### src/rtl/mbrc_pkg.sv
// shared types and constants for the modbus rtu response checker
package mbrc_pkg;

  localparam logic [1:0] OP_START = 2'd0;
  localparam logic [1:0] OP_BYTE  = 2'd1;
  localparam logic [1:0] OP_TICK  = 2'd2;
  localparam logic [1:0] OP_IDLE  = 2'd3;

  localparam logic [3:0] ST_OK       = 4'd0;
  localparam logic [3:0] ST_NO_RESP  = 4'd1;
  localparam logic [3:0] ST_INCOMPL  = 4'd2;
  localparam logic [3:0] ST_CRC      = 4'd3;
  localparam logic [3:0] ST_ADDR     = 4'd4;
  localparam logic [3:0] ST_BAD_EXC  = 4'd5;
  localparam logic [3:0] ST_EXC      = 4'd6;
  localparam logic [3:0] ST_FUNC     = 4'd7;
  localparam logic [3:0] ST_ECHO     = 4'd8;
  localparam logic [3:0] ST_BYTE_CNT = 4'd9;

  localparam logic [7:0] FUNC_WRITE_SINGLE = 8'd6;
  localparam logic [7:0] EXC_FLAG = 8'h80;
  localparam logic [6:0] MAX_READ_COUNT = 7'd125;
  localparam logic [16:0] TICK_MAX = 17'h1FFFF;

  localparam logic REG_GAP_TICKS = 1'b0;
  localparam logic REG_FIRST_EXTRA = 1'b1;

  typedef struct packed {
    logic [1:0]  op;
    logic [7:0]  data_byte;
    logic [7:0]  slave_addr;
    logic [7:0]  func_code;
    logic [15:0] reg_addr;
    logic [15:0] value_or_count;
  } in_item_t;

  typedef struct packed {
    logic        kind;
    logic [3:0]  status;
    logic [15:0] data_word;
    logic [6:0]  word_index;
    logic [7:0]  exception_code;
    logic        last;
    logic [31:0] tx_count;
    logic [31:0] rx_count;
    logic [31:0] timeout_count;
    logic [31:0] crc_error_count;
    logic [31:0] exception_count;
  } out_item_t;

  // crc-16/modbus over one byte
  function automatic logic [15:0] crc_byte(input logic [15:0] crc, input logic [7:0] b);
    logic [15:0] c;
    c = crc ^ {8'h00, b};
    for (int i = 0; i < 8; i++) begin
      c = c[0] ? ((c >> 1) ^ 16'hA001) : (c >> 1);
    end
    return c;
  endfunction

endpackage

### src/rtl/mbrc_front.sv
// front part: transaction state, crc, timing and result forming
module mbrc_front import mbrc_pkg::*; (
  input  logic        clk,
  input  logic        rst,
  input  logic        cfg_we,
  input  logic        cfg_idx,
  input  logic [15:0] cfg_data,
  input  logic        in_valid,
  input  in_item_t    in_item,
  output logic        res_valid,
  output out_item_t   res_item
);

  logic [15:0] gap_ticks, first_extra;
  logic        recv;
  logic [7:0]  bytes_received, expected_length;
  logic [15:0] running_crc;
  logic [16:0] elapsed_ticks;
  logic [7:0]  saved_slave, saved_func, second_byte, third_byte, pending_high_byte;
  logic [15:0] saved_reg_addr, saved_value_count;
  logic        echo_ok, addr_match;
  logic [31:0] tx_cnt, rx_cnt, to_cnt, crc_cnt, exc_cnt;

  logic [6:0]  start_cnt, saved_cnt;
  logic [15:0] crc_new;
  logic [8:0]  idx_p1;
  logic [16:0] ticks_inc, limit;
  logic        is_byte, is_tick, finish, emit_word, timeout;
  logic [3:0]  fin_status;
  logic [7:0]  fin_exc;
  logic [7:0]  b;

  assign b = in_item.data_byte;
  assign start_cnt = (in_item.value_or_count > 16'd125) ? MAX_READ_COUNT
                                                         : in_item.value_or_count[6:0];
  assign saved_cnt = (saved_value_count > 16'd125) ? MAX_READ_COUNT : saved_value_count[6:0];
  assign is_byte = in_valid && recv && in_item.op == OP_BYTE;
  assign is_tick = in_valid && recv && in_item.op == OP_TICK;
  assign crc_new = crc_byte(running_crc, b);
  assign idx_p1 = {1'b0, bytes_received} + 9'd1;
  assign finish = is_byte && ((idx_p1 >= {1'b0, expected_length}) ||
                  (idx_p1 >= 9'd5 && second_byte[7]));
  assign emit_word = is_byte && !finish && saved_func != FUNC_WRITE_SINGLE &&
                     bytes_received >= 8'd3 &&
                     ({1'b0, bytes_received} + 9'd3 <= {1'b0, expected_length}) &&
                     !bytes_received[0];
  assign ticks_inc = (elapsed_ticks < TICK_MAX) ? elapsed_ticks + 17'd1 : elapsed_ticks;
  assign limit = (bytes_received == 8'd0) ? {1'b0, gap_ticks} + {1'b0, first_extra}
                                          : {1'b0, gap_ticks};
  assign timeout = is_tick && ticks_inc >= limit;

  // final verdict in priority order; crc_new is the residue including this byte
  always_comb begin
    fin_status = ST_OK;
    fin_exc = 8'h00;
    if (crc_new != 16'h0000) begin
      fin_status = ST_CRC;
    end else if (!addr_match) begin
      fin_status = ST_ADDR;
    end else if (second_byte[7]) begin
      if (second_byte != (saved_func | EXC_FLAG)) begin
        fin_status = ST_BAD_EXC;
      end else begin
        fin_status = ST_EXC;
        fin_exc = third_byte;
      end
    end else if (second_byte != saved_func) begin
      fin_status = ST_FUNC;
    end else if (saved_func == FUNC_WRITE_SINGLE) begin
      fin_status = echo_ok ? ST_OK : ST_ECHO;
    end else if (third_byte != {saved_cnt, 1'b0}) begin
      fin_status = ST_BYTE_CNT;
    end
  end

  // byte index 0..2 update addr/second/third before finish can see them only when
  // finish happens at index >= 4, so the registered values are already settled
  always_ff @(posedge clk) begin
    if (rst) begin
      gap_ticks <= 16'd5;
      first_extra <= 16'd1000;
      recv <= 1'b0;
      bytes_received <= '0;
      expected_length <= '0;
      running_crc <= 16'hFFFF;
      elapsed_ticks <= '0;
      saved_slave <= '0;
      saved_func <= '0;
      saved_reg_addr <= '0;
      saved_value_count <= '0;
      second_byte <= '0;
      third_byte <= '0;
      pending_high_byte <= '0;
      echo_ok <= 1'b1;
      addr_match <= 1'b1;
      tx_cnt <= '0;
      rx_cnt <= '0;
      to_cnt <= '0;
      crc_cnt <= '0;
      exc_cnt <= '0;
      res_valid <= 1'b0;
    end else begin
      res_valid <= finish || emit_word || timeout;
      if (cfg_we) begin
        if (cfg_idx == REG_GAP_TICKS) gap_ticks <= cfg_data;
        else first_extra <= cfg_data;
      end
      if (in_valid && in_item.op == OP_START) begin
        saved_slave <= in_item.slave_addr;
        saved_func <= in_item.func_code;
        saved_reg_addr <= in_item.reg_addr;
        saved_value_count <= in_item.value_or_count;
        expected_length <= (in_item.func_code == FUNC_WRITE_SINGLE) ? 8'd8
                           : 8'd5 + {start_cnt, 1'b0};
        bytes_received <= '0;
        running_crc <= 16'hFFFF;
        elapsed_ticks <= '0;
        second_byte <= '0;
        third_byte <= '0;
        pending_high_byte <= '0;
        echo_ok <= 1'b1;
        addr_match <= 1'b1;
        tx_cnt <= tx_cnt + 32'd1;
        recv <= 1'b1;
      end
      if (is_byte) begin
        running_crc <= crc_new;
        elapsed_ticks <= '0;
        bytes_received <= idx_p1[7:0];
        case (bytes_received)
          8'd0: addr_match <= (b == saved_slave);
          8'd1: second_byte <= b;
          8'd2: begin
            third_byte <= b;
            if (b != saved_reg_addr[15:8]) echo_ok <= 1'b0;
          end
          8'd3: if (b != saved_reg_addr[7:0]) echo_ok <= 1'b0;
          8'd4: if (b != saved_value_count[15:8]) echo_ok <= 1'b0;
          8'd5: if (b != saved_value_count[7:0]) echo_ok <= 1'b0;
          default: ;
        endcase
        if (!finish && bytes_received[0]) pending_high_byte <= b;
        if (finish) begin
          recv <= 1'b0;
          rx_cnt <= rx_cnt + 32'd1;
          if (fin_status == ST_CRC) crc_cnt <= crc_cnt + 32'd1;
          if (fin_status == ST_EXC) exc_cnt <= exc_cnt + 32'd1;
        end
      end
      if (is_tick) begin
        elapsed_ticks <= ticks_inc;
        if (timeout) begin
          recv <= 1'b0;
          to_cnt <= to_cnt + 32'd1;
        end
      end
    end
  end

  // result payload, counters as they stand after this item
  always_ff @(posedge clk) begin
    res_item.tx_count <= tx_cnt;
    res_item.rx_count <= rx_cnt + {31'd0, finish};
    res_item.timeout_count <= to_cnt + {31'd0, timeout};
    res_item.crc_error_count <= crc_cnt + {31'd0, finish && fin_status == ST_CRC};
    res_item.exception_count <= exc_cnt + {31'd0, finish && fin_status == ST_EXC};
    res_item.kind <= !emit_word;
    res_item.last <= !emit_word;
    res_item.status <= emit_word ? ST_OK : (timeout ? ((bytes_received == 8'd0) ?
                       ST_NO_RESP : ST_INCOMPL) : fin_status);
    res_item.data_word <= emit_word ? {pending_high_byte, b} : 16'h0000;
    res_item.word_index <= emit_word ? 7'((bytes_received - 8'd4) >> 1) : 7'd0;
    res_item.exception_code <= (emit_word || timeout) ? 8'h00 : fin_exc;
  end

endmodule

### src/rtl/mbrc_queue.sv
// result queue between the front part and the output side
module mbrc_queue import mbrc_pkg::*; #(
  parameter int Depth = 4
) (
  input  logic      clk,
  input  logic      rst,
  input  logic      wr,
  input  out_item_t wr_item,
  input  logic      rd,
  output out_item_t rd_item,
  output logic      empty,
  output logic      full
);

  localparam int AW = $clog2(Depth);

  out_item_t       mem [Depth];
  logic [AW-1:0]   wp, rp;
  logic [AW:0]     cnt;

  assign empty = (cnt == '0);
  assign full = (cnt == (AW+1)'(Depth));
  assign rd_item = mem[rp];

  always_ff @(posedge clk) begin
    if (wr) mem[wp] <= wr_item;
  end

  always_ff @(posedge clk) begin
    if (rst) begin
      wp <= '0;
      rp <= '0;
      cnt <= '0;
    end else begin
      if (wr) wp <= (wp == AW'(Depth - 1)) ? '0 : wp + 1'b1;
      if (rd) rp <= (rp == AW'(Depth - 1)) ? '0 : rp + 1'b1;
      cnt <= cnt + (AW+1)'(wr) - (AW+1)'(rd);
    end
  end

endmodule

### src/rtl/modbus_rtu_response_checker_unit.sv
// top level of the modbus rtu master response checker
//   channel  | direction | handshake          | payload
//   request  | in        | push / full        | in_item (in_item_t)
//   result   | out       | pop / empty        | out_item (out_item_t)
//   config   | in        | cfg_we             | cfg_idx, cfg_data
// one request is taken per cycle while full is low; a result passes through the
// front part's output register and the queue memory before it is on the outputs.
// rst clears all counters and state; gap_ticks resets to 5, first byte extra to 1000.
// full rises once QueueDepth-1 results wait, leaving room for one result in flight,
// so a stalled pop holds back push only when the queue is nearly full.
module modbus_rtu_response_checker_unit import mbrc_pkg::*; #(
  parameter int QueueDepth = 4
) (
  input  logic        clk,
  input  logic        rst,
  input  logic        push,
  output logic        full,
  input  in_item_t    in_item,
  input  logic        pop,
  output logic        empty,
  output out_item_t   out_item,
  input  logic        cfg_we,
  input  logic        cfg_idx,
  input  logic [15:0] cfg_data
);

  logic      res_valid, q_full, acc;
  out_item_t res_item;
  logic [$clog2(QueueDepth+2):0] used;

  assign acc = push && !full;
  // queued plus one possible result in flight
  assign full = (used >= ($clog2(QueueDepth+2)+1)'(QueueDepth - 1));

  always_ff @(posedge clk) begin
    if (rst) begin
      used <= '0;
    end else begin
      used <= used + ($clog2(QueueDepth+2)+1)'(res_valid)
                   - ($clog2(QueueDepth+2)+1)'(pop && !empty);
    end
  end

  mbrc_front u_front (
    .clk(clk), .rst(rst), .cfg_we(cfg_we), .cfg_idx(cfg_idx), .cfg_data(cfg_data),
    .in_valid(acc), .in_item(in_item), .res_valid(res_valid), .res_item(res_item)
  );

  mbrc_queue #(.Depth(QueueDepth)) u_queue (
    .clk(clk), .rst(rst), .wr(res_valid && !q_full), .wr_item(res_item),
    .rd(pop && !empty), .rd_item(out_item), .empty(empty), .full(q_full)
  );

endmodule

### config.mk
export PLATFORM = sky130hd
export DESIGN_NAME = modbus_rtu_response_checker_unit
export DESIGN_NICKNAME = d
export VERILOG_FILES = /design/src/rtl/mbrc_pkg.sv /design/src/rtl/mbrc_front.sv /design/src/rtl/mbrc_queue.sv /design/src/rtl/modbus_rtu_response_checker_unit.sv
export SDC_FILE = /design/constraint.sdc
export NUM_CORES = 1
export LEC_CHECK = 0
export BUFFER_PORTS_ARGS = -buffer_cell sky130_fd_sc_hd__buf_2
export CAP_MARGIN = 20
export CELL_PAD_IN_SITES_DETAIL_PLACEMENT = 1
export CELL_PAD_IN_SITES_GLOBAL_PLACEMENT = 1
export CORE_AREA = 2 2 341 343
export DETAILED_ROUTE_END_ITERATION = 10
export DIE_AREA = 0 0 343 345
export PLACE_DENSITY_LB_ADDON = 0.1
export SLEW_MARGIN = 20
export SYNTH_ARGS = -nofsm -noshare
export SYNTH_HDL_FRONTEND = slang
export SYNTH_HIERARCHICAL = 1
export SYNTH_SLANG_ARGS = --single-unit
### constraint.sdc
create_clock -name clk -period 6.46 [get_ports clk]
set_clock_uncertainty 0.1 [all_clocks]
set_input_delay 0 -clock clk [delete_from_list [all_inputs] [get_ports clk]]
set_output_delay 0 -clock clk [all_outputs]
set_load 0.02 [all_outputs]
Word-level counts from Yosys, hierarchy flattened:

Memories as Yosys holds them, arrays and structs flattened. A register that Yosys moved wholly into a read port is not among the register bits.
Index checks and enable logic that the tools add are counted.

* register bits after elaboration: 524
* memory bits (writable): 788
* logic and storage cells: 203
* memories: 1

Memory list
* u_queue.mem: depth 4, bits a word 197, read ports 1, clocked after Yosys merged registers in 1, write ports 1, line mbrc_queue.sv:17 `out_item_t mem [Depth];`

* add/subtract/negate cells: 21
* magnitude comparators: 9
* eq/ne operators: 23
* mux-type cells: 60
* bitwise gates (word level): 12
* reductions and logical operators: 41

Operator list (count)
* $add A32 B1 Y32 const B: 5
* $mux W16: 10
* $add A32 B1 Y32: 4
* $mux W8: 12
* $mux W17: 5
* $ne A8 B8 Y1: 7
* $eq A8 B3 Y1 const B: 4
* $gt A16 B7 Y1 const B: 2
* $mux W4: 8
* $not A2 Y3: 8
* $logic_and A1 B1 Y1: 18
* $add A16 B16 Y17: 1
* $add A17 B1 Y17 const B: 1
* $ge A17 B17 Y1: 1
* $lt A17 B17 Y1 const B: 1
* $eq A8 B2 Y1 const B: 2
* $mux W1: 16
* $reduce_bool A16 Y1: 1
* $xor A16 B8 Y16: 1
* $mux W7: 2
* $mux W2: 6
* $add A8 B1 Y9 const B: 1
* $add A8 B2 Y9 const B: 1
* $ge A9 B3 Y1 const B: 1
* 31 further kinds: 48

Depth between registers and ports, before layout:

* depth in word-level cells: 22
* gate-level depth with buffers: 25
* depth with buffers taken out: 25

Hierarchy:

Netlist, hierarchy kept.

By module, submodules not included
* mbrc_queue: times used 1, cells an instance 1072, area an instance 28865.2 um^2
* mbrc_front: times used 1, cells an instance 2668, area an instance 23192.2 um^2
* modbus_rtu_response_checker_unit: times used 1, cells an instance 33, area an instance 289.0 um^2

Worst setup path after synthesis:

No wires, ideal clock.

* kind: register to register
* start: register u_queue.cnt[1]
* end: memory u_queue/mem[0][0] (netlist bit) (enable)
* arrival: 5.427 ns
* slack: 0.352 ns
* cell stages (with the launch flop): 5
* period minus slack after synthesis: 6.108 ns
* cells stage by stage: dfxtp_1 > inv_1 > and3_1 > nor2b_1 > and2_1

* longest elaborated chain between the ends: 5

Ends and longest elaborated chain
* start, declared: line mbrc_queue.sv:19 `logic [AW:0] cnt;`
* start signal, assigned: line mbrc_queue.sv:37 `cnt <= cnt + (AW+1)'(wr) - (AW+1)'(rd);`
* $eq A3 B3 Y1: line mbrc_queue.sv:22 `assign full = (cnt == (AW+1)'(Depth));`
* net q_full: line modbus_rtu_response_checker_unit.sv:27 `logic res_valid, q_full, acc;`
* $logic_not A1 Y1: line modbus_rtu_response_checker_unit.sv:50 `.clk(clk), .rst(rst), .wr(res_valid && !q_full), .wr_item(res_item),`
* $logic_and A1 B1 Y1: line modbus_rtu_response_checker_unit.sv:50
* $mux W1: line mbrc_queue.sv:26 `if (wr) mem[wp] <= wr_item;`
* $mux W1 (implied by the code): line mbrc_queue.sv:26
* end, declared: line mbrc_queue.sv:17

The timed path passes the listed nets, and every way through them passes these cells.

Final worst setup path:

* start: register u_front.gap_ticks[4]
* end: register u_front/res_item[90] (netlist name)

* longest elaborated chain between the ends: 5

Ends and longest elaborated chain
* start, declared: line mbrc_front.sv:14 `logic [15:0] gap_ticks, first_extra;`
* start signal, assigned: line mbrc_front.sv:105 `if (cfg_idx == REG_GAP_TICKS) gap_ticks <= cfg_data;`
* $add A16 B16 Y17: line mbrc_front.sv:48 `assign limit = (bytes_received == 8'd0) ? {1'b0, gap_ticks} + {1'b0, first_extra}`
* $mux W17 *: line mbrc_front.sv:48
* $ge A17 B17 Y1 *: line mbrc_front.sv:50 `assign timeout = is_tick && ticks_inc >= limit;`
* $logic_and A1 B1 Y1 *: line mbrc_front.sv:50
* $add A32 B1 Y32 *: line mbrc_front.sv:164 `res_item.timeout_count <= to_cnt + {31'd0, timeout};`

Every way passes the cells marked *; elsewhere a longest branch is shown, timed or not.
A chain may end at the register's enable or synchronous reset.

==> impl_metrics.json <==
{
  "outcome": "finished clean",
  "grt_max_degree": 123,
  "rsz0062_at_grt": "false",
  "max_stage_delay_ns": 0.48,
  "finalHoldViolCount": 0,
  "avgViaCountPerCell": 5.43,
  "period_needed_ns": 5.67,
  "min_from": "in_item[3]",
  "track_usage_pct": 21.9,
  "totalWireLength_mm": 128,
  "areaGrowthSynthToFinish_pct": 17.2,
  "setup_viol": 0,
  "ys_seq_area_share_pct": 65.3,
  "synthDistinctLibCells": 82,
  "clock-sinks": 1314,
  "cts_buffer_depth": 3,
  "synth_cells": 3773,
  "drc": 0,
  "grt_pass1_vias": 34200,
  "cp_slowest_cell": "a21oi_1",
  "endpoint_kind": "flip-flop",
  "setup_tns_ns": 0,
  "dp.final_hpwl_mm": 80.8,
  "cts_hold_buf": 149,
  "num_rows": 125,
  "gr-total-overflow": 0,
  "min_period_over_period_pct": 87.7,
  "cp_max_fo": 10,
  "firstDrtPassIters": 5,
  "synthArstFlopShare_pct": 0,
  "root_buffer": "clkbuf_16",
  "synth_top_area_share_pct": 45.2,
  "cts_tree": "yes",
  "drive_above_1_share_pct": 18.2,
  "required_ns": 7.02,
  "core-area_um2": 115000,
  "syn_area_um2": 52300,
  "ir_drop_v": 0.000265,
  "die_height_um": 345,
  "place_area_um2": 55200,
  "io_buffers": 278,
  "pre_cts_ws_ns": 0.737,
  "yosys.area.top_type": "edfxtp_1",
  "layout.nets": 4378,
  "fin_ws_ns": 0.792,
  "io_pins": 279,
  "clk_latency_ns": 0.73,
  "slew_violations": 0,
  "worst_setup_path_start_kind": "flip-flop",
  "worstMarginPinSlew_ns": 1.19,
  "numCtsBuffers": 142,
  "max_cap_violations": 0,
  "p_leak_nw": 22.2,
  "r2r-start": "u_front/gap_ticks[4]$_SDFFE_PP0P_",
  "hold_class": "in2reg",
  "n_fill_cell": 11500,
  "synth_edf_count": 788,
  "yosys_warnings": 6,
  "post_cts_buffers": 0,
  "antenna_found_initial": 3,
  "crit_start": "u_front/gap_ticks[4]$_SDFFE_PP0P_",
  "worstPathArrival_ns": 6.23,
  "gp_congestion": 0.803,
  "drtIter0Drc": 1717,
  "final_area_um2": 61300,
  "power_density_nw_per_um2": 322,
  "final_antenna_net_count": 0,
  "yosys-top-cells-area": "edfxtp_1 (45%), dfxtp_1 (20%), mux4_2 (8.5%)",
  "worstSetupPathType": "reg2reg",
  "totalPowerFinal_mw": 19.8,
  "clk_pin_slew_worst_paths_ns": 0.06,
  "die_w_um": 343,
  "syn-num-nets": 3942,
  "h-tree-depth": 4,
  "vias": 31800,
  "start_util_pct": 45.5,
  "cts_resized": 0,
  "maxSlewHeadroom_pct": 20.6,
  "die-area_um2": 118000,
  "grt_pass1_wl_mm": 201,
  "synth-main-ff-cell": "edfxtp_1",
  "wire_per_inst_um": 21.9,
  "synth-seq-cells": 1314,
  "avgSynthCellArea_um2": 13.9,
  "max_freq_mhz": 176
}
placed cells by master (no fill, tap or decap), drive strengths merged, types with 24 or more instances in the layout:
cell	Yosys	layout
a21oi	215	215
and2	36	36
and3	32	32
buf	68	321
clkbuf	110	210
clkinv	0	32
dfxtp	526	526
dlygate4sd3	0	149
edfxtp	788	788
ha	86	86
inv	65	71
mux4	197	197
nand2	344	344
nand2b	24	24
nand3	107	107
nand4	77	77
nor2	227	227
nor2b	49	49
nor3	59	59
nor4	32	32
o21ai	109	109
o31ai	27	27
or3	64	64
or4	50	50
xnor2	114	114
xor2	173	173
Yosys cell counts (6+ instances only):
master,instances
nand2b_1,24
dfxtp_1,526
edfxtp_1,788
o21ai_0,100
a31oi_1,7
a22oi_1,9
nand4_1,77
o31ai_1,27
nand3_1,107
nor3b_1,7
o2111ai_2,8
a21o_1,9
xnor2_1,108
nor4_1,28
ha_1,86
buf_4,9
o211ai_1,6
nor3_1,59
xnor2_2,6
and4_1,11
and2_1,35
o2111ai_1,10
buf_6,20
o21ai_1,9
and3_1,32
nand2_1,344
or4_1,48
clkbuf_1,110
mux2i_1,11
nor2_1,227
nand3b_1,18
o22ai_1,16
xor2_1,173
or2_2,12
buf_2,35
mux2_1,11
nor2b_1,49
inv_1,61
a21oi_1,214
or3_1,64
mux4_2,197
layout make-up:
cell class	instances	area [um2]	share of cell area (%)
multi-input cells	2216	17100	27.8
clock inverters	49	458	0.747
flip-flops and latches	1314	34200	55.8
inverters	65	244	0.398
diodes	1	2.50	0.00408
repair buffers	470	3330	5.43
well taps	1524	1910	3.11
clock buffers	210	4130	6.73
path summary, 6_finish.rpt:
check                                               to  depth (start not counted)  slack [ns]
min          u_front/saved_value_count[3]$_SDFFE_PP0P_                          4        0.04
max reg2reg               u_front/res_item[90]$_DFF_P_                         25        0.79
min reg2reg              u_front/res_item[159]$_DFF_P_                          0        0.27
max                       u_front/res_item[90]$_DFF_P_                         25        0.79
worst max-delay path: cells and delay by family (launching register included):
| family | cells | cell delay (ns) |
|---|---|---|
| and+or+nand+nor | 10 | 1.72 |
| xor gates and xnor gates | 1 | 0.15 |
| DFF | 1 | 0.33 |
| buffers and inverters | 2 | 0.30 |
| AOI/OAI and AO/OA | 8 | 2.03 |
| adders and majority gates | 4 | 0.95 |
layer usage:
metal,vias up,share of wire [%],global-route usage [%]
li1,14900,-,-
met1,16200,45,29.6
met2,516,49,36.8
met3,178,3.7,3.27
met4,0,2.1,5.67
met5,-,0,0
where the power goes:
part / internal, mW / total (mW) / switching, mW
combinational: 1.27 / 2.92 / 1.66
sequential: 8.85 / 8.92 / 0.0729
clock: 4.68 / 7.93 / 3.25
total: 14.8 / 19.8 / 4.98
registers in the layout, summed over array words and instances, names as in the netlist, 16 cells and up, named ones only:
| signal | count |
|---|---|
| u_front/res_item | 196 |
| u_front/first_extra | 16 |
| u_front/to_cnt | 32 |
| u_front/gap_ticks | 16 |
| u_front/rx_cnt | 32 |
| u_front/saved_reg_addr | 16 |
| u_queue/mem | 788 |
| u_front/crc_cnt | 32 |
| u_front/elapsed_ticks | 17 |
| u_front/running_crc | 16 |
| u_front/tx_cnt | 32 |
| u_front/saved_value_count | 16 |
| u_front/exc_cnt | 32 |
through the flow:
step           util, %  hold slack (ns)  cells
6_report          53.3           0.0376   5849
5_1_grt           53.3           0.0332   5849
4_1_cts           53.3         0.000790   5848
3_5_place_dp      48.0            0.136   5440
3_3_place_gp      48.0            0.131   5440
2_1_floorplan        -          -0.0333   3773
logic make-up (layout without fill, tap and decap cells):
family | Yosys count | in the layout | share of synthesized area (%)
adders and majority gates | 89 | 89 | 2.17
and+or+nand+nor | 1163 | 1163 | 11.2
muxes | 222 | 222 | 8.99
DFF | 1314 | 1314 | 65.3
xor gates and xnor gates | 288 | 288 | 4.93
buffers and inverters | 243 | 794 | 2.18
AOI/OAI and AO/OA | 454 | 454 | 5.19
other | 0 | 1 | 0
No activity file was read; power rests on OpenSTA's default activity.
